<file path="src/hw/rtl/mcaq_pkg.sv">
// ----------------------------------------------------------------------------
// mcaq_pkg
// Shared types and constants for the motion confirmation alarm qualifier.
// ----------------------------------------------------------------------------
package mcaq_pkg;

    localparam int unsigned TIME_W    = 32;
    localparam int unsigned COUNT_W   = 8;
    localparam int unsigned CFG_IDX_W = 3;
    localparam int unsigned CFG_W     = 32;

    // stream payload widths, padded to whole bytes
    localparam int unsigned IN_TDATA_W  = 40;
    localparam int unsigned OUT_TDATA_W = 16;

    localparam logic [COUNT_W-1:0] COUNT_MAX = '1;

    typedef enum logic [CFG_IDX_W-1:0] {
        CFG_STARTUP_TIME   = 3'd0,
        CFG_GRACE          = 3'd1,
        CFG_MIN_MOTION     = 3'd2,
        CFG_DEBOUNCE       = 3'd3,
        CFG_CONFIRM_WINDOW = 3'd4,
        CFG_CONFIRM_COUNT  = 3'd5,
        CFG_ALARM_DURATION = 3'd6
    } t_cfg_idx;

    localparam logic [TIME_W-1:0]  RST_STARTUP_TIME   = 32'd0;
    localparam logic [TIME_W-1:0]  RST_GRACE          = 32'd30000;
    localparam logic [TIME_W-1:0]  RST_MIN_MOTION     = 32'd500;
    localparam logic [TIME_W-1:0]  RST_DEBOUNCE       = 32'd2000;
    localparam logic [TIME_W-1:0]  RST_CONFIRM_WINDOW = 32'd10000;
    localparam logic [COUNT_W-1:0] RST_CONFIRM_COUNT  = 8'd2;
    localparam logic [TIME_W-1:0]  RST_ALARM_DURATION = 32'd30000;

    typedef struct packed {
        logic [TIME_W-1:0]  startup_time_ms;
        logic [TIME_W-1:0]  grace_ms;
        logic [TIME_W-1:0]  min_motion_ms;
        logic [TIME_W-1:0]  debounce_ms;
        logic [TIME_W-1:0]  confirm_window_ms;
        logic [COUNT_W-1:0] confirm_count;
        logic [TIME_W-1:0]  alarm_duration_ms;
    } t_cfg;

    typedef struct packed {
        logic               alarm_active;
        logic [TIME_W-1:0]  alarm_begin;
        logic [TIME_W-1:0]  last_event_time;
        logic               event_latched;
        logic [COUNT_W-1:0] event_tally;
        logic [TIME_W-1:0]  window_begin;
        logic [TIME_W-1:0]  high_begin;
        logic               high_run;
    } t_state;

    typedef struct packed {
        logic [COUNT_W-1:0] events_seen;
        logic               alarm_expired;
        logic               alarm_started;
        logic               alarm_on;
    } t_result;

endpackage

</file>
<file path="src/hw/rtl/mcaq_cfg_regs.sv">
// ----------------------------------------------------------------------------
// mcaq_cfg_regs
// Configuration register file, written through a plain write port.
// ----------------------------------------------------------------------------
module mcaq_cfg_regs (
    input  logic                                i_clk,
    input  logic                                i_rst_n,
    input  logic                                i_cfg_we,
    input  logic [mcaq_pkg::CFG_IDX_W-1:0]      i_cfg_addr,
    input  logic [mcaq_pkg::CFG_W-1:0]          i_cfg_wdata,
    output mcaq_pkg::t_cfg                      o_cfg
);

    mcaq_pkg::t_cfg r_cfg;
    mcaq_pkg::t_cfg n_cfg;

    always_comb begin
        n_cfg = r_cfg;
        if (i_cfg_we) begin
            unique case (mcaq_pkg::t_cfg_idx'(i_cfg_addr))
                mcaq_pkg::CFG_STARTUP_TIME:   n_cfg.startup_time_ms   = i_cfg_wdata;
                mcaq_pkg::CFG_GRACE:          n_cfg.grace_ms          = i_cfg_wdata;
                mcaq_pkg::CFG_MIN_MOTION:     n_cfg.min_motion_ms     = i_cfg_wdata;
                mcaq_pkg::CFG_DEBOUNCE:       n_cfg.debounce_ms       = i_cfg_wdata;
                mcaq_pkg::CFG_CONFIRM_WINDOW: n_cfg.confirm_window_ms = i_cfg_wdata;
                mcaq_pkg::CFG_CONFIRM_COUNT:
                    n_cfg.confirm_count = i_cfg_wdata[mcaq_pkg::COUNT_W-1:0];
                mcaq_pkg::CFG_ALARM_DURATION: n_cfg.alarm_duration_ms = i_cfg_wdata;
                default: ; // index beyond the list is dropped
            endcase
        end
    end

    always_ff @(posedge i_clk) begin
        if (!i_rst_n) begin
            r_cfg.startup_time_ms   <= mcaq_pkg::RST_STARTUP_TIME;
            r_cfg.grace_ms          <= mcaq_pkg::RST_GRACE;
            r_cfg.min_motion_ms     <= mcaq_pkg::RST_MIN_MOTION;
            r_cfg.debounce_ms       <= mcaq_pkg::RST_DEBOUNCE;
            r_cfg.confirm_window_ms <= mcaq_pkg::RST_CONFIRM_WINDOW;
            r_cfg.confirm_count     <= mcaq_pkg::RST_CONFIRM_COUNT;
            r_cfg.alarm_duration_ms <= mcaq_pkg::RST_ALARM_DURATION;
        end else begin
            r_cfg <= n_cfg;
        end
    end

    assign o_cfg = r_cfg;

endmodule

</file>
<file path="src/hw/rtl/mcaq_eval.sv">
// ----------------------------------------------------------------------------
// mcaq_eval
// Single-sample update: high-run timing, event qualification, window tally,
// alarm trigger and expiry.
// ----------------------------------------------------------------------------
module mcaq_eval (
    input  mcaq_pkg::t_cfg                  i_cfg,
    input  mcaq_pkg::t_state                i_state,
    input  logic                            i_level,
    input  logic [mcaq_pkg::TIME_W-1:0]     i_now,
    output mcaq_pkg::t_state                o_state,
    output mcaq_pkg::t_result               o_result
);

    logic                           in_grace;
    logic                           window_over;
    logic [mcaq_pkg::TIME_W-1:0]    high_ref;
    logic                           qualify;
    logic [mcaq_pkg::COUNT_W-1:0]   tally_inc;
    logic                           started;
    logic                           stopped;
    mcaq_pkg::t_state               mid;

    // all differences wrap modulo 2^32
    assign in_grace    = (i_now - i_cfg.startup_time_ms) < i_cfg.grace_ms;
    assign window_over = (i_now - i_state.window_begin) > i_cfg.confirm_window_ms;
    assign high_ref    = i_state.high_run ? i_state.high_begin : i_now;
    assign qualify     = ((i_now - high_ref) >= i_cfg.min_motion_ms)
                         && !i_state.event_latched && !in_grace
                         && ((i_now - i_state.last_event_time) > i_cfg.debounce_ms);
    assign tally_inc   = (i_state.event_tally == mcaq_pkg::COUNT_MAX)
                         ? mcaq_pkg::COUNT_MAX
                         : i_state.event_tally + mcaq_pkg::COUNT_W'(1);

    always_comb begin
        mid     = i_state;
        started = 1'b0;
        if (i_level) begin
            mid.high_run   = 1'b1;
            mid.high_begin = high_ref;
            if (qualify) begin
                if ((i_state.event_tally == '0) || window_over) begin
                    mid.event_tally  = mcaq_pkg::COUNT_W'(1);
                    mid.window_begin = i_now;
                end else if ((tally_inc >= i_cfg.confirm_count)
                             && !i_state.alarm_active) begin
                    mid.alarm_active = 1'b1;
                    mid.alarm_begin  = i_now;
                    mid.event_tally  = '0;
                    started          = 1'b1;
                end else begin
                    mid.event_tally = tally_inc;
                end
                mid.event_latched   = 1'b1;
                mid.last_event_time = i_now;
            end
        end else begin
            mid.high_run      = 1'b0;
            mid.event_latched = 1'b0;
            if ((i_state.event_tally != '0) && window_over) begin
                mid.event_tally = '0;
            end
        end
    end

    // expiry looks at the alarm state after a possible trigger
    assign stopped = mid.alarm_active
                     && ((i_now - mid.alarm_begin) > i_cfg.alarm_duration_ms);

    always_comb begin
        o_state = mid;
        if (stopped) begin
            o_state.alarm_active = 1'b0;
        end
    end

    assign o_result.alarm_on      = o_state.alarm_active;
    assign o_result.alarm_started = started;
    assign o_result.alarm_expired = stopped;
    assign o_result.events_seen   = o_state.event_tally;

endmodule

</file>
<file path="src/hw/rtl/motion_confirm_alarm_qualifier.sv">
// ----------------------------------------------------------------------------
// motion_confirm_alarm_qualifier
// Qualifies timestamped motion sensor samples into confirmed alarm events.
// ----------------------------------------------------------------------------
// data path: the sample waits in the input register and moves into the result
//   register when that slot is free
// throughput: one sample per cycle while the result side is not stalled
// reset: synchronous active-low; clears pipeline valids and all qualifier
//   state, loads configuration defaults
// ----------------------------------------------------------------------------
module motion_confirm_alarm_qualifier (
    input  logic                                i_clk,
    input  logic                                i_rst_n,
    // config write port
    input  logic                                i_cfg_we,
    input  logic [mcaq_pkg::CFG_IDX_W-1:0]      i_cfg_addr,
    input  logic [mcaq_pkg::CFG_W-1:0]          i_cfg_wdata,
    // sample stream
    input  logic                                s_axis_tvalid,
    output logic                                s_axis_tready,
    input  logic [mcaq_pkg::IN_TDATA_W-1:0]     s_axis_tdata,  // motion_level, now_ms[31:0]
    // result stream
    output logic                                m_axis_tvalid,
    input  logic                                m_axis_tready,
    output logic [mcaq_pkg::OUT_TDATA_W-1:0]    m_axis_tdata   // alarm_on, alarm_started,
                                                               // alarm_expired, events_seen[7:0]
);

    mcaq_pkg::t_cfg                 cfg;
    mcaq_pkg::t_state               r_state;
    mcaq_pkg::t_state               n_state;
    mcaq_pkg::t_result              n_result;
    mcaq_pkg::t_result              r_result;

    logic                           r_in_valid;
    logic                           r_in_level;
    logic [mcaq_pkg::TIME_W-1:0]    r_in_now;
    logic                           r_out_valid;
    logic                           advance;
    logic                           in_beat;

    mcaq_cfg_regs u_cfg (
        .i_clk       (i_clk),
        .i_rst_n     (i_rst_n),
        .i_cfg_we    (i_cfg_we),
        .i_cfg_addr  (i_cfg_addr),
        .i_cfg_wdata (i_cfg_wdata),
        .o_cfg       (cfg)
    );

    mcaq_eval u_eval (
        .i_cfg    (cfg),
        .i_state  (r_state),
        .i_level  (r_in_level),
        .i_now    (r_in_now),
        .o_state  (n_state),
        .o_result (n_result)
    );

    // held sample moves into the result register when that slot is free
    assign advance       = r_in_valid && (!r_out_valid || m_axis_tready);
    assign s_axis_tready = !r_in_valid || advance;
    assign in_beat       = s_axis_tvalid && s_axis_tready;

    always_ff @(posedge i_clk) begin
        if (!i_rst_n) begin
            r_in_valid <= 1'b0;
        end else if (in_beat) begin
            r_in_valid <= 1'b1;
        end else if (advance) begin
            r_in_valid <= 1'b0;
        end
    end

    always_ff @(posedge i_clk) begin
        if (in_beat) begin
            r_in_level <= s_axis_tdata[0];
            r_in_now   <= s_axis_tdata[mcaq_pkg::TIME_W:1];
        end
    end

    always_ff @(posedge i_clk) begin
        if (!i_rst_n) begin
            r_state <= '0;
        end else if (advance) begin
            r_state <= n_state;
        end
    end

    always_ff @(posedge i_clk) begin
        if (!i_rst_n) begin
            r_out_valid <= 1'b0;
        end else if (advance) begin
            r_out_valid <= 1'b1;
        end else if (m_axis_tready) begin
            r_out_valid <= 1'b0;
        end
    end

    always_ff @(posedge i_clk) begin
        if (advance) begin
            r_result <= n_result;
        end
    end

    assign m_axis_tvalid = r_out_valid;
    assign m_axis_tdata  = {{(mcaq_pkg::OUT_TDATA_W - $bits(r_result)){1'b0}}, r_result};

endmodule

</file>
<file path="config.mk">
export PLATFORM = sky130hd
export DESIGN_NAME = motion_confirm_alarm_qualifier
export DESIGN_NICKNAME = d
export VERILOG_FILES = /design/src/hw/rtl/mcaq_pkg.sv /design/src/hw/rtl/mcaq_cfg_regs.sv /design/src/hw/rtl/mcaq_eval.sv /design/src/hw/rtl/motion_confirm_alarm_qualifier.sv
export SDC_FILE = /design/constraint.sdc
export NUM_CORES = 1
export LEC_CHECK = 0
export BUFFER_PORTS_ARGS = -buffer_cell sky130_fd_sc_hd__buf_2
export CAP_MARGIN = 20
export CORE_MARGIN = 10
export CORE_UTILIZATION = 35
export CTS_BUF_LIST = sky130_fd_sc_hd__clkbuf_2 sky130_fd_sc_hd__clkbuf_4 sky130_fd_sc_hd__clkbuf_8
export DETAILED_ROUTE_END_ITERATION = 10
export PLACE_DENSITY_LB_ADDON = 0.3
export REMOVE_ABC_BUFFERS = 1
export SLEW_MARGIN = 5
export SYNTH_ARGS = -nofsm -noshare
export SYNTH_HDL_FRONTEND = slang
export SYNTH_SLANG_ARGS = --single-unit
</file>
<file path="constraint.sdc">
create_clock -name i_clk -period 9.7 [get_ports i_clk]
set_input_delay 1.94 -clock i_clk [delete_from_list [all_inputs] [get_ports i_clk]]
set_output_delay 1.94 -clock i_clk [all_outputs]
set_load 0.03 [all_outputs]
</file>
==> run metrics, run 1 <==
status=finished with violations; failing checks=negative setup slack; share of layout cells above drive strength 1=18.4%; post-layout util=43.3%; Yosys warnings=0; Clk Latency, worst-skew pair=0.69 ns; Hold Vio Cnt, Final=0; minimum clock period=9.79 ns; FMAX=0.102 GHz; Worst VDD drop=0.0000825 V; Leak Pwr=0.0140 µW; largest area contributor in the netlist=dfxtp_1; slowest CP cell=or4_4; Yosys cell types=88; CP Capture Type=register; H-tree lvl count=3; Critical Path Max Stage Delay=0.53 ns; Rows=101; hold worst-path end=r_state[115]$_SDFFE_PN0P_; Hold Slack=0.456 ns; commonest non-fill, non-tap cell in the layout=nand2_1; Synth-to-Final Area Change=22.7%; Hold Buf Count CTS=0; Total GRT Usage=17.5%; DR vias/cell=4.93; critical path class=register to register; maxcap violations=0; Die Area=88100 µm²; R2R Setup Slk=-0.09 ns; asr flop ratio synth=0%; setup ws final=-0.0912 ns; DRT iter0 DRCs=1304; Clock transition at path regs=0.06 ns; Buffers on Ports=85; synth top area cells=dfxtp_1 (25%), ha_1 (15%), nand2_1 (8.1%), mux2i_1 (5.9%), edfxtp_1 (4.9%); Syn Area/Cell=8.32 µm²; r2r endpoint=m_axis_tdata[0]$_DFFE_PP_; Top Ports=98; CTS Sinks=385; root buffer cell=clkbuf_8; Seq cells post-synth=385; gpl congestion=0.838; antenna-violating nets left=0; final cell count without fillers=4718; RSZ-0062 raised after global routing=true; CP required=10.13 ns; placed cell count=4551; CP max FO=4; Setup TNS Final=-0.228 ns; post-synthesis cell area=26800 µm²; CTS tree=built; pwr dens=146 nW/µm²; top cell type's share of synthesized area=25.5%; Worst Setup Start Kind=register; first-pass GRT wire length=124000 µm; ys flop type=dfxtp_1; period utilization=101%; pin count of the biggest net entering global routing=116; Inserted Clock Buffers=79; initial antenna violation count=4; Core Box Area=75900 µm²; GR Layer Usage met2=28.6%; dpl ws=-0.808 ns; Hold Path Stages=2; DRC viols=0; Max-slew headroom=24.3%; met3 Usage GRT=2.60%; vias in the first global route=22700; DRT Wirelength=79000 µm; final max-slew violation count=0; crit-path most repeated cell=a21oi_2; total gr overflow=0; Mapped Cells=3224; die height=297 µm; DP Wirelength=57900 µm; Slew @ Worst Pin=1.14 ns; Register-to-Register Path Depth=47; routed via count=23300; hold_sp=r_state[115]$_SDFFE_PN0P_; Arrival @ worst endpoint=10.23 ns; Starting Density=35.3%; reg2reg start=r_in_now[0]$_DFFE_PP_; Final setup violation count=3; Avg WL per Cell=16.7 µm; most crowded layer after global routing=met2; Chip Width=297 µm; CTS max path bufs=3; Post-synth EDFFs=44; fin nets=4033; most frequent cells in the layout=nand2_1 (581), buf_4 (343), dfxtp_1 (340), ha_1 (322), inv_1 (313); Hold Crit Class=register to register; met1 Resource Use GR=23.3%; Worst Skew=0.0420 ns; DR pass1 iterations=5; sequential element share of the synthesized area=30.4%
## sequential cells by signal, indices dropped and copies added, names as in the netlist
signal         flops
r_in_valid         1
r_in_level         1
u_cfg.o_cfg      200
m_axis_tvalid      1
r_in_now          32
m_axis_tdata      11
r_state          139
## power by group
group / switching (µW) / internal, µW
clock network: 784 / 1090
registers: 30.6 / 1660
logic: 668 / 579
total: 1480 / 3330
## worst max-delay path: cells and delay by family, from the launching register on
kind	cells	cell delay, ns
xor gates and xnor gates	1	0.13
adders and majority gates	6	1.44
buffers and inverters	6	0.59
and+or+nand+nor	12	2.77
muxes	1	0.35
AOI/OAI and AO/OA	21	3.86
DFF	1	0.40
## how the worst max path moves through the flow
stage	from	slack (ns)	end	depth (start not counted)
final	r_in_now[0]$_DFFE_PP_	-0.09	m_axis_tdata[0]$_DFFE_PP_	47
after global routing	r_in_now[0]$_DFFE_PP_	-0.51	m_axis_tdata[0]$_DFFE_PP_	48
after CTS	r_in_now[0]$_DFFE_PP_	0.003	m_axis_tdata[0]$_DFFE_PP_	47
after detailed placement	r_in_now[0]$_DFFE_PP_	-0.81	m_axis_tdata[0]$_DFFE_PP_	51
after global placement	r_in_now[0]$_DFFE_PP_	-0.73	m_axis_tdata[0]$_DFFE_PP_	50
after floorplan	r_state[0]$_SDFFE_PN0P_	-0.56	m_axis_tdata[0]$_DFFE_PP_	48
## synthesized netlist by cell type (7+ instances only)
| master | instances |
|---|---|
| xnor2_1 | 104 |
| o21ai_0 | 65 |
| a21oi_1 | 162 |
| nand2b_1 | 31 |
| or3_1 | 9 |
| o211a_1 | 33 |
| a21o_1 | 119 |
| inv_1 | 318 |
| a31oi_1 | 13 |
| mux2i_1 | 159 |
| xor2_1 | 38 |
| o22ai_1 | 9 |
| ha_1 | 326 |
| buf_4 | 11 |
| a2111oi_0 | 7 |
| nand3_1 | 50 |
| nand4_1 | 32 |
| o21bai_1 | 18 |
| nor2b_1 | 76 |
| o21a_1 | 35 |
| clkbuf_1 | 103 |
| dfxtp_1 | 341 |
| nor2_1 | 113 |
| nor3_1 | 26 |
| o31ai_1 | 14 |
| a21boi_0 | 174 |
| o211ai_1 | 46 |
| edfxtp_1 | 44 |
| nand2_1 | 582 |
| and3_1 | 15 |
| a211oi_1 | 17 |
| and2_1 | 8 |
## final cells by class
class | instances | area [µm²]
clock buffers | 122 | 1530
fillers | 7626 | 43000
diodes | 4 | 10.0
flip-flops and latches | 385 | 8150
repair buffers | 437 | 3170
clock inverters | 21 | 200
well taps | 1030 | 1290
multi-input cells | 2401 | 17400
inverters | 318 | 1190
## cell families after synthesis
family | count (synthesis) | synth area share, %
xor+xnor | 142 | 4.64
compound gates | 790 | 20.8
flops | 385 | 30.4
fa+ha+maj | 331 | 15.6
simple gates | 972 | 16.1
mux | 161 | 6.02
buf+inv | 442 | 6.52
other cells | 1 | 0.0140
## through the flow
| step | instance area [µm²] | power [µW] |
|---|---|---|
| 2_1_floorplan | 26300 | 2470 |
| 3_3_place_gp | 30600 | 2920 |
| 3_5_place_dp | 30600 | 2930 |
| 4_1_cts | 32800 | 4860 |
| 5_1_grt | 32900 | 5090 |
| 6_report | 32900 | 4810 |
## timing repair
action | CTS | global route
buffers inserted | 20 | 5
setup endpoints to repair | 3 | 3
resized for setup | 69 | 22
pin swaps | 58 | 35
## metal layers
metal  vias up  part of all wire (%)
li1      12000                     -
met1     10800                    49
met2       346                    45
met3        99                   3.8
met4         0                   2.3
met5         -                     0
No activity file was read; power rests on OpenSTA's default activity.
==> run 2: changes to the inputs <==
==> constraint.sdc (replaced) <==
create_clock -name i_clk -period 9.7 [get_ports i_clk]
set_input_delay 0.97 -clock i_clk [delete_from_list [all_inputs] [get_ports i_clk]]
set_output_delay 0.97 -clock i_clk [all_outputs]
set_load 0.03 [all_outputs]
==> run metrics, run 2 (synthesized netlist as in run 1, its figures left out) <==
Hold Vio Cnt, Final=0 (unchanged); Worst Setup Start Kind=register (unchanged); fill count=7655 (was 7626); Clock transition at path regs=0.06 ns (about the same); Buffers on Ports=85 (unchanged); Clk Latency, worst-skew pair=0.68 ns (was 0.69 ns); Core Box Area=75900 µm² (unchanged); Inserted Clock Buffers=75 (was 79); maxcap violations=0 (unchanged); Slew @ Worst Pin=1.02 ns (was 1.14 ns); Leak Pwr=0.0140 µW (about the same); Chip Width=297 µm (unchanged); Final setup violation count=0 (was 3); Starting Density=35.3% (unchanged); commonest non-fill, non-tap cell in the layout=nand2_1 (unchanged); pwr dens=144 nW/µm² (was 146 nW/µm²); gpl congestion=0.851 (was 0.838); Avg WL per Cell=16.7 µm (about the same); routed via count=23200 (was 23300); FF+latch area=8150 µm² (about the same); placed cell count=4549 (was 4551); Worst VDD drop=0.0000833 V (was 0.0000825 V); Die Area=88100 µm² (unchanged); status=complete, no violations (was finished with violations); CTS Sinks=385 (unchanged); DRT Wirelength=78900 µm (was 79000 µm); DR pass1 iterations=5 (unchanged); vias in the first global route=22700 (about the same); first-pass GRT wire length=124000 µm (about the same); Rows=101 (unchanged); Synth-to-Final Area Change=23.0% (was 22.7%); total gr overflow=0 (unchanged); Hold Slack=0.458 ns (was 0.456 ns); Max-slew headroom=31.9% (was 24.3%); initial antenna violation count=3 (was 4); most frequent cells in the layout=nand2_1 (581), buf_4 (356), dfxtp_1 (340), ha_1 (322), inv_1 (315) (was nand2_1 (581), buf_4 (343), dfxtp_1 (340), ha_1 (322), inv_1 (313)); CP required=10.10 ns (was 10.13 ns); max reg flops=200 (unchanged); DRC viols=0 (unchanged); DRT iter0 DRCs=1144 (was 1304); CTS tree=built (unchanged); die height=297 µm (unchanged); Design Area, Final=33000 µm² (was 32900 µm²); H-tree lvl count=3 (unchanged); CP Capture Type=register (unchanged); Total GRT Usage=17.3% (was 17.5%); Pwr Total=4740 µW (was 4810 µW); antenna-violating nets left=0 (unchanged); critical path class=register to register (unchanged); root buffer cell=clkbuf_8 (unchanged); DR vias/cell=4.92 (was 4.93); minimum clock period=9.57 ns (was 9.79 ns); CP max FO=5 (was 4); Hold Crit Class=register to register (unchanged); Worst Skew=0.0440 ns (was 0.0420 ns); final cell count without fillers=4721 (was 4718); Multi-input gate area=17500 µm² (was 17400 µm²); CTS max path bufs=3 (unchanged); Critical Path Max Stage Delay=0.53 ns (about the same); pin count of the biggest net entering global routing=103 (was 116); period utilization=98.7% (was 101%); slowest CP cell=or4_4 (unchanged); Top Ports=98 (unchanged); FMAX=0.104 GHz (was 0.102 GHz); fin nets=4043 (was 4033); setup ws final=0.128 ns (was -0.0912 ns); RSZ-0062 raised after global routing=true (unchanged); DP Wirelength=58100 µm (was 57900 µm); dpl ws=-0.620 ns (was -0.808 ns); Placed Area=30600 µm² (about the same); final max-slew violation count=0 (unchanged); share of layout cells above drive strength 1=18.8% (was 18.4%); Arrival @ worst endpoint=9.97 ns (was 10.23 ns)
==> run 2: critical path: cells and delay by family (launching register included) <==
family	cells	cell delay (ns)
compound gates	23	4.26
simple gates	11	2.40
fa+ha+maj	6	1.38
buf+inv	6	0.52
flops	1	0.40
mux	1	0.22
xor+xnor	1	0.09
==> run 2: path summary, 6_finish.rpt <==
check | endpoint | cells past startpoint | slack [ns] | startpoint
max | m_axis_tdata[2]$_DFFE_PP_ | 48 | 0.13 | r_in_now[0]$_DFFE_PP_
min | r_state[115]$_SDFFE_PN0P_ | 2 | 0.46 | r_state[115]$_SDFFE_PN0P_
max reg2reg | m_axis_tdata[2]$_DFFE_PP_ | 48 | 0.13 | r_in_now[0]$_DFFE_PP_
min reg2reg | r_state[115]$_SDFFE_PN0P_ | 2 | 0.46 | r_state[115]$_SDFFE_PN0P_
==> run 2: metrics by stage <==
stage	setup TNS, ns	utilization (%)
6_report	0	43.4
3_3_place_gp	-1.59	40.3
4_1_cts	0	42.9
5_1_grt	-0.645	43.4
2_1_floorplan	-1.59	-
3_5_place_dp	-1.77	40.3
==> run 2: power breakdown <==
part / switching [µW] / leakage [µW] / internal (µW) / total, µW
combinational: 676 / 0.00996 / 589 / 1270
clock: 762 / 0.000854 / 1020 / 1780
sequential: 30.5 / 0.00319 / 1660 / 1690
==> run 2: what timing repair did <==
| item | 4_1_cts | 5_1_grt |
|---|---|---|
| hold buffers | 0 | 0 |
| pin swaps | 52 | 45 |
| resized for setup | 60 | 56 |
| setup endpoints to repair | 3 | 3 |
| buffers inserted | 19 | 22 |
==> run 2: cell type report <==
type / count / share of cell area (%)
Antenna cell: 2 / 0.0152
Clock buffer: 117 / 4.31
Clock inverter: 17 / 0.569
Inverter: 318 / 3.62
Multi-Input combinational cell: 2401 / 53.0
Sequential cell: 385 / 24.7
Tap cell: 1030 / 3.91
Timing Repair Buffer: 451 / 9.84
==> run 2: routing by layer <==
| layer | vias up | track usage [%] | share of wire (%) |
|---|---|---|---|
| li1 | 12000 | - | - |
| met4 | 0 | 5.73 | 2.5 |
| met5 | - | 0 | 0 |
| met3 | 110 | 2.26 | 3.8 |
| met1 | 10800 | 23.2 | 48 |
| met2 | 338 | 28.4 | 46 |
==> run 3: changes to the inputs <==
--- a/config.mk
+++ b/config.mk
@@ -11,8 +11,8 @@
 export CORE_UTILIZATION = 35
 export CTS_BUF_LIST = sky130_fd_sc_hd__clkbuf_2 sky130_fd_sc_hd__clkbuf_4 sky130_fd_sc_hd__clkbuf_8
 export DETAILED_ROUTE_END_ITERATION = 10
+export MAX_ROUTING_LAYER = met4
 export PLACE_DENSITY_LB_ADDON = 0.3
-export REMOVE_ABC_BUFFERS = 1
 export SLEW_MARGIN = 5
 export SYNTH_ARGS = -nofsm -noshare
 export SYNTH_HDL_FRONTEND = slang
==> run metrics, run 3 (synthesized netlist as in run 1, its figures left out) <==
status=complete, no violations (unchanged); reg2reg start=r_in_now[0]$_DFFE_PP_ (unchanged); Worst Skew=0.0361 ns (was 0.0440 ns); Top Ports=98 (unchanged); FMAX=0.104 GHz (about the same); most frequent cells in the layout=nand2_1 (582), dfxtp_1 (340), ha_1 (323), inv_1 (314), buf_4 (275) (was nand2_1 (581), buf_4 (356), dfxtp_1 (340), ha_1 (322), inv_1 (315)); Worst VDD drop=0.0000950 V (was 0.0000833 V); Hold Slack=0.458 ns (about the same); die height=297 µm (unchanged); vias in the first global route=21500 (was 22700); max reg flops=200 (unchanged); DRT Wirelength=75200 µm (was 78900 µm); DP Wirelength=56500 µm (was 58100 µm); CTS Sinks=385 (unchanged); Rows=101 (unchanged); Arrival @ worst endpoint=10.14 ns (was 9.97 ns); Slew @ Worst Pin=1.20 ns (was 1.02 ns); slowest CP cell=or4_4 (unchanged); CTS max path bufs=3 (unchanged); setup ws final=0.0797 ns (was 0.128 ns); CTS tree=built (unchanged); total gr overflow=0 (unchanged); DR vias/cell=4.92 (about the same); Hold Vio Cnt, Final=0 (unchanged); Critical path origin=r_in_now[0]$_DFFE_PP_ (unchanged); DRC viols=0 (unchanged); Max-slew headroom=19.9% (was 31.9%); first-pass GRT wire length=117000 µm (was 124000 µm); placed cell count=4487 (was 4549); initial antenna violation count=4 (was 3); commonest non-fill, non-tap cell in the layout=nand2_1 (unchanged); pwr dens=146 nW/µm² (was 144 nW/µm²); Leak Pwr=0.0136 µW (was 0.0140 µW); root buffer cell=clkbuf_8 (unchanged); Clk Latency, worst-skew pair=0.68 ns (about the same); Inserted Clock Buffers=77 (was 75); Core Box Area=75900 µm² (unchanged); Worst Setup Start Kind=register (unchanged); antenna-violating nets left=0 (unchanged); CP required=10.22 ns (was 10.10 ns); H-tree lvl count=3 (unchanged); critical path class=register to register (unchanged); Avg WL per Cell=16.2 µm (was 16.7 µm); period utilization=99.2% (was 98.7%); fin nets=3962 (was 4043); share of layout cells above drive strength 1=16.5% (was 18.8%); gpl congestion=0.885 (was 0.851); Critical Path Max Stage Delay=0.58 ns (was 0.53 ns); Starting Density=35.3% (unchanged); Placed Area=30100 µm² (was 30600 µm²); Chip Width=297 µm (unchanged); maxcap violations=0 (unchanged); critical path depth in cells=48 (unchanged); dpl ws=-0.761 ns (was -0.620 ns); RSZ-0062 raised after global routing=true (unchanged); Hold Buf Count CTS=0 (unchanged); final max-slew violation count=0 (unchanged); Design Area, Final=32200 µm² (was 33000 µm²); Hold Crit Class=register to register (unchanged); Setup crit end=m_axis_tdata[0]$_DFFE_PP_ (was m_axis_tdata[2]$_DFFE_PP_); Clock transition at path regs=0.06 ns (about the same); Register-to-Register Path Depth=48 (unchanged); Worst Path Buf+Inv=6 (unchanged); pin count of the biggest net entering global routing=220 (was 103); routed via count=22800 (was 23200); R2R Setup Slk=0.08 ns (was 0.13 ns); DR pass1 iterations=5 (unchanged); Total GRT Usage=16.8% (was 17.3%); Final setup violation count=0 (unchanged); final cell count without fillers=4648 (was 4721); Die Area=88100 µm² (unchanged); Buffers on Ports=85 (unchanged); DRT iter0 DRCs=1234 (was 1144); r2r endpoint=m_axis_tdata[0]$_DFFE_PP_ (was m_axis_tdata[2]$_DFFE_PP_); delay-heaviest family, CP=compound AO/OA/AOI/OAI gates (unchanged); minimum clock period=9.62 ns (was 9.57 ns); CP max FO=4 (was 5); Synth-to-Final Area Change=20.2% (was 23.0%); CP Capture Type=register (unchanged)
run 3: cell count changes in the layout (fill, tap and decap cells not counted), sizes merged:
cell	delta
inv	-4
clkinvlp	+2
bufinv	-1
diode	+3
clkinv	+10
buf	-83
run 3: worst min path at each step:
| stage | start | depth (start not counted) | slack [ns] | end |
|---|---|---|---|---|
| 3_3_place_gp | r_state[131]$_SDFFE_PN0P_ | 2 | 0.44 | r_state[131]$_SDFFE_PN0P_ |
| 4_1_cts | s_axis_tdata[30] | 1 | 0.41 | r_in_now[29]$_DFFE_PP_ |
| 6_report | r_state[109]$_SDFFE_PN0P_ | 2 | 0.46 | r_state[109]$_SDFFE_PN0P_ |
| 5_1_grt | s_axis_tdata[29] | 1 | 0.41 | r_in_now[28]$_DFFE_PP_ |
| 2_1_floorplan | r_state[106]$_SDFFE_PN0P_ | 2 | 0.43 | r_state[106]$_SDFFE_PN0P_ |
| 3_5_place_dp | r_state[131]$_SDFFE_PN0P_ | 2 | 0.45 | r_state[131]$_SDFFE_PN0P_ |
run 3: area by class of cell:
class	instances	area, µm²
multi-input cells	2401	17300
flip-flops and latches	385	8150
clock buffers	117	1470
well taps	1030	1290
repair buffers	368	2640
clock inverters	24	184
inverters	318	1190
diodes	5	12.5
fillers	7655	43700
run 3: worst reg2reg max path, delay by kind of cell (launching register included):
kind | cells | cell delay [ns]
compound gates | 23 | 4.49
simple gates | 11 | 2.50
fa+ha+maj | 6 | 1.32
buf+inv | 6 | 0.46
flops | 1 | 0.39
mux | 1 | 0.22
xor+xnor | 1 | 0.13
run 3: stage by stage:
stage | power [µW] | TNS, ns | util [%]
floorplan | 2490 | 0 | -
global placement | 2880 | -1.54 | 39.6
detailed placement | 2890 | -2.17 | 39.6
CTS | 4730 | 0 | 42.1
global route | 4960 | -1.56 | 42.4
finish | 4690 | 0 | 42.4
run 3: layer usage:
| metal | routed length, µm | GRT usage (%) | vias up |
|---|---|---|---|
| li1 | - | - | 11900 |
| met1 | 36200 | 21.8 | 10600 |
| met2 | 34800 | 27.0 | 332 |
| met3 | 2710 | 2.63 | 95 |
| met4 | 1530 | 4.58 | 0 |
| met5 | 0 | - | - |
run 3: timing repair:
action / in CTS / in global routing
pin swaps: 29 / 26
endpoints found under the hold margin: 0 / 0
buffers inserted: 5 / 9
cloned: 0 / 0
endpoints found under the setup margin: 3 / 3
resized for setup: 36 / 32
run 3: where the power goes:
part	internal [µW]	total, µW	switching [µW]
sequential	1660	1690	30.7
combinational	553	1210	653
clock	1030	1790	768
total	3240	4690	1450
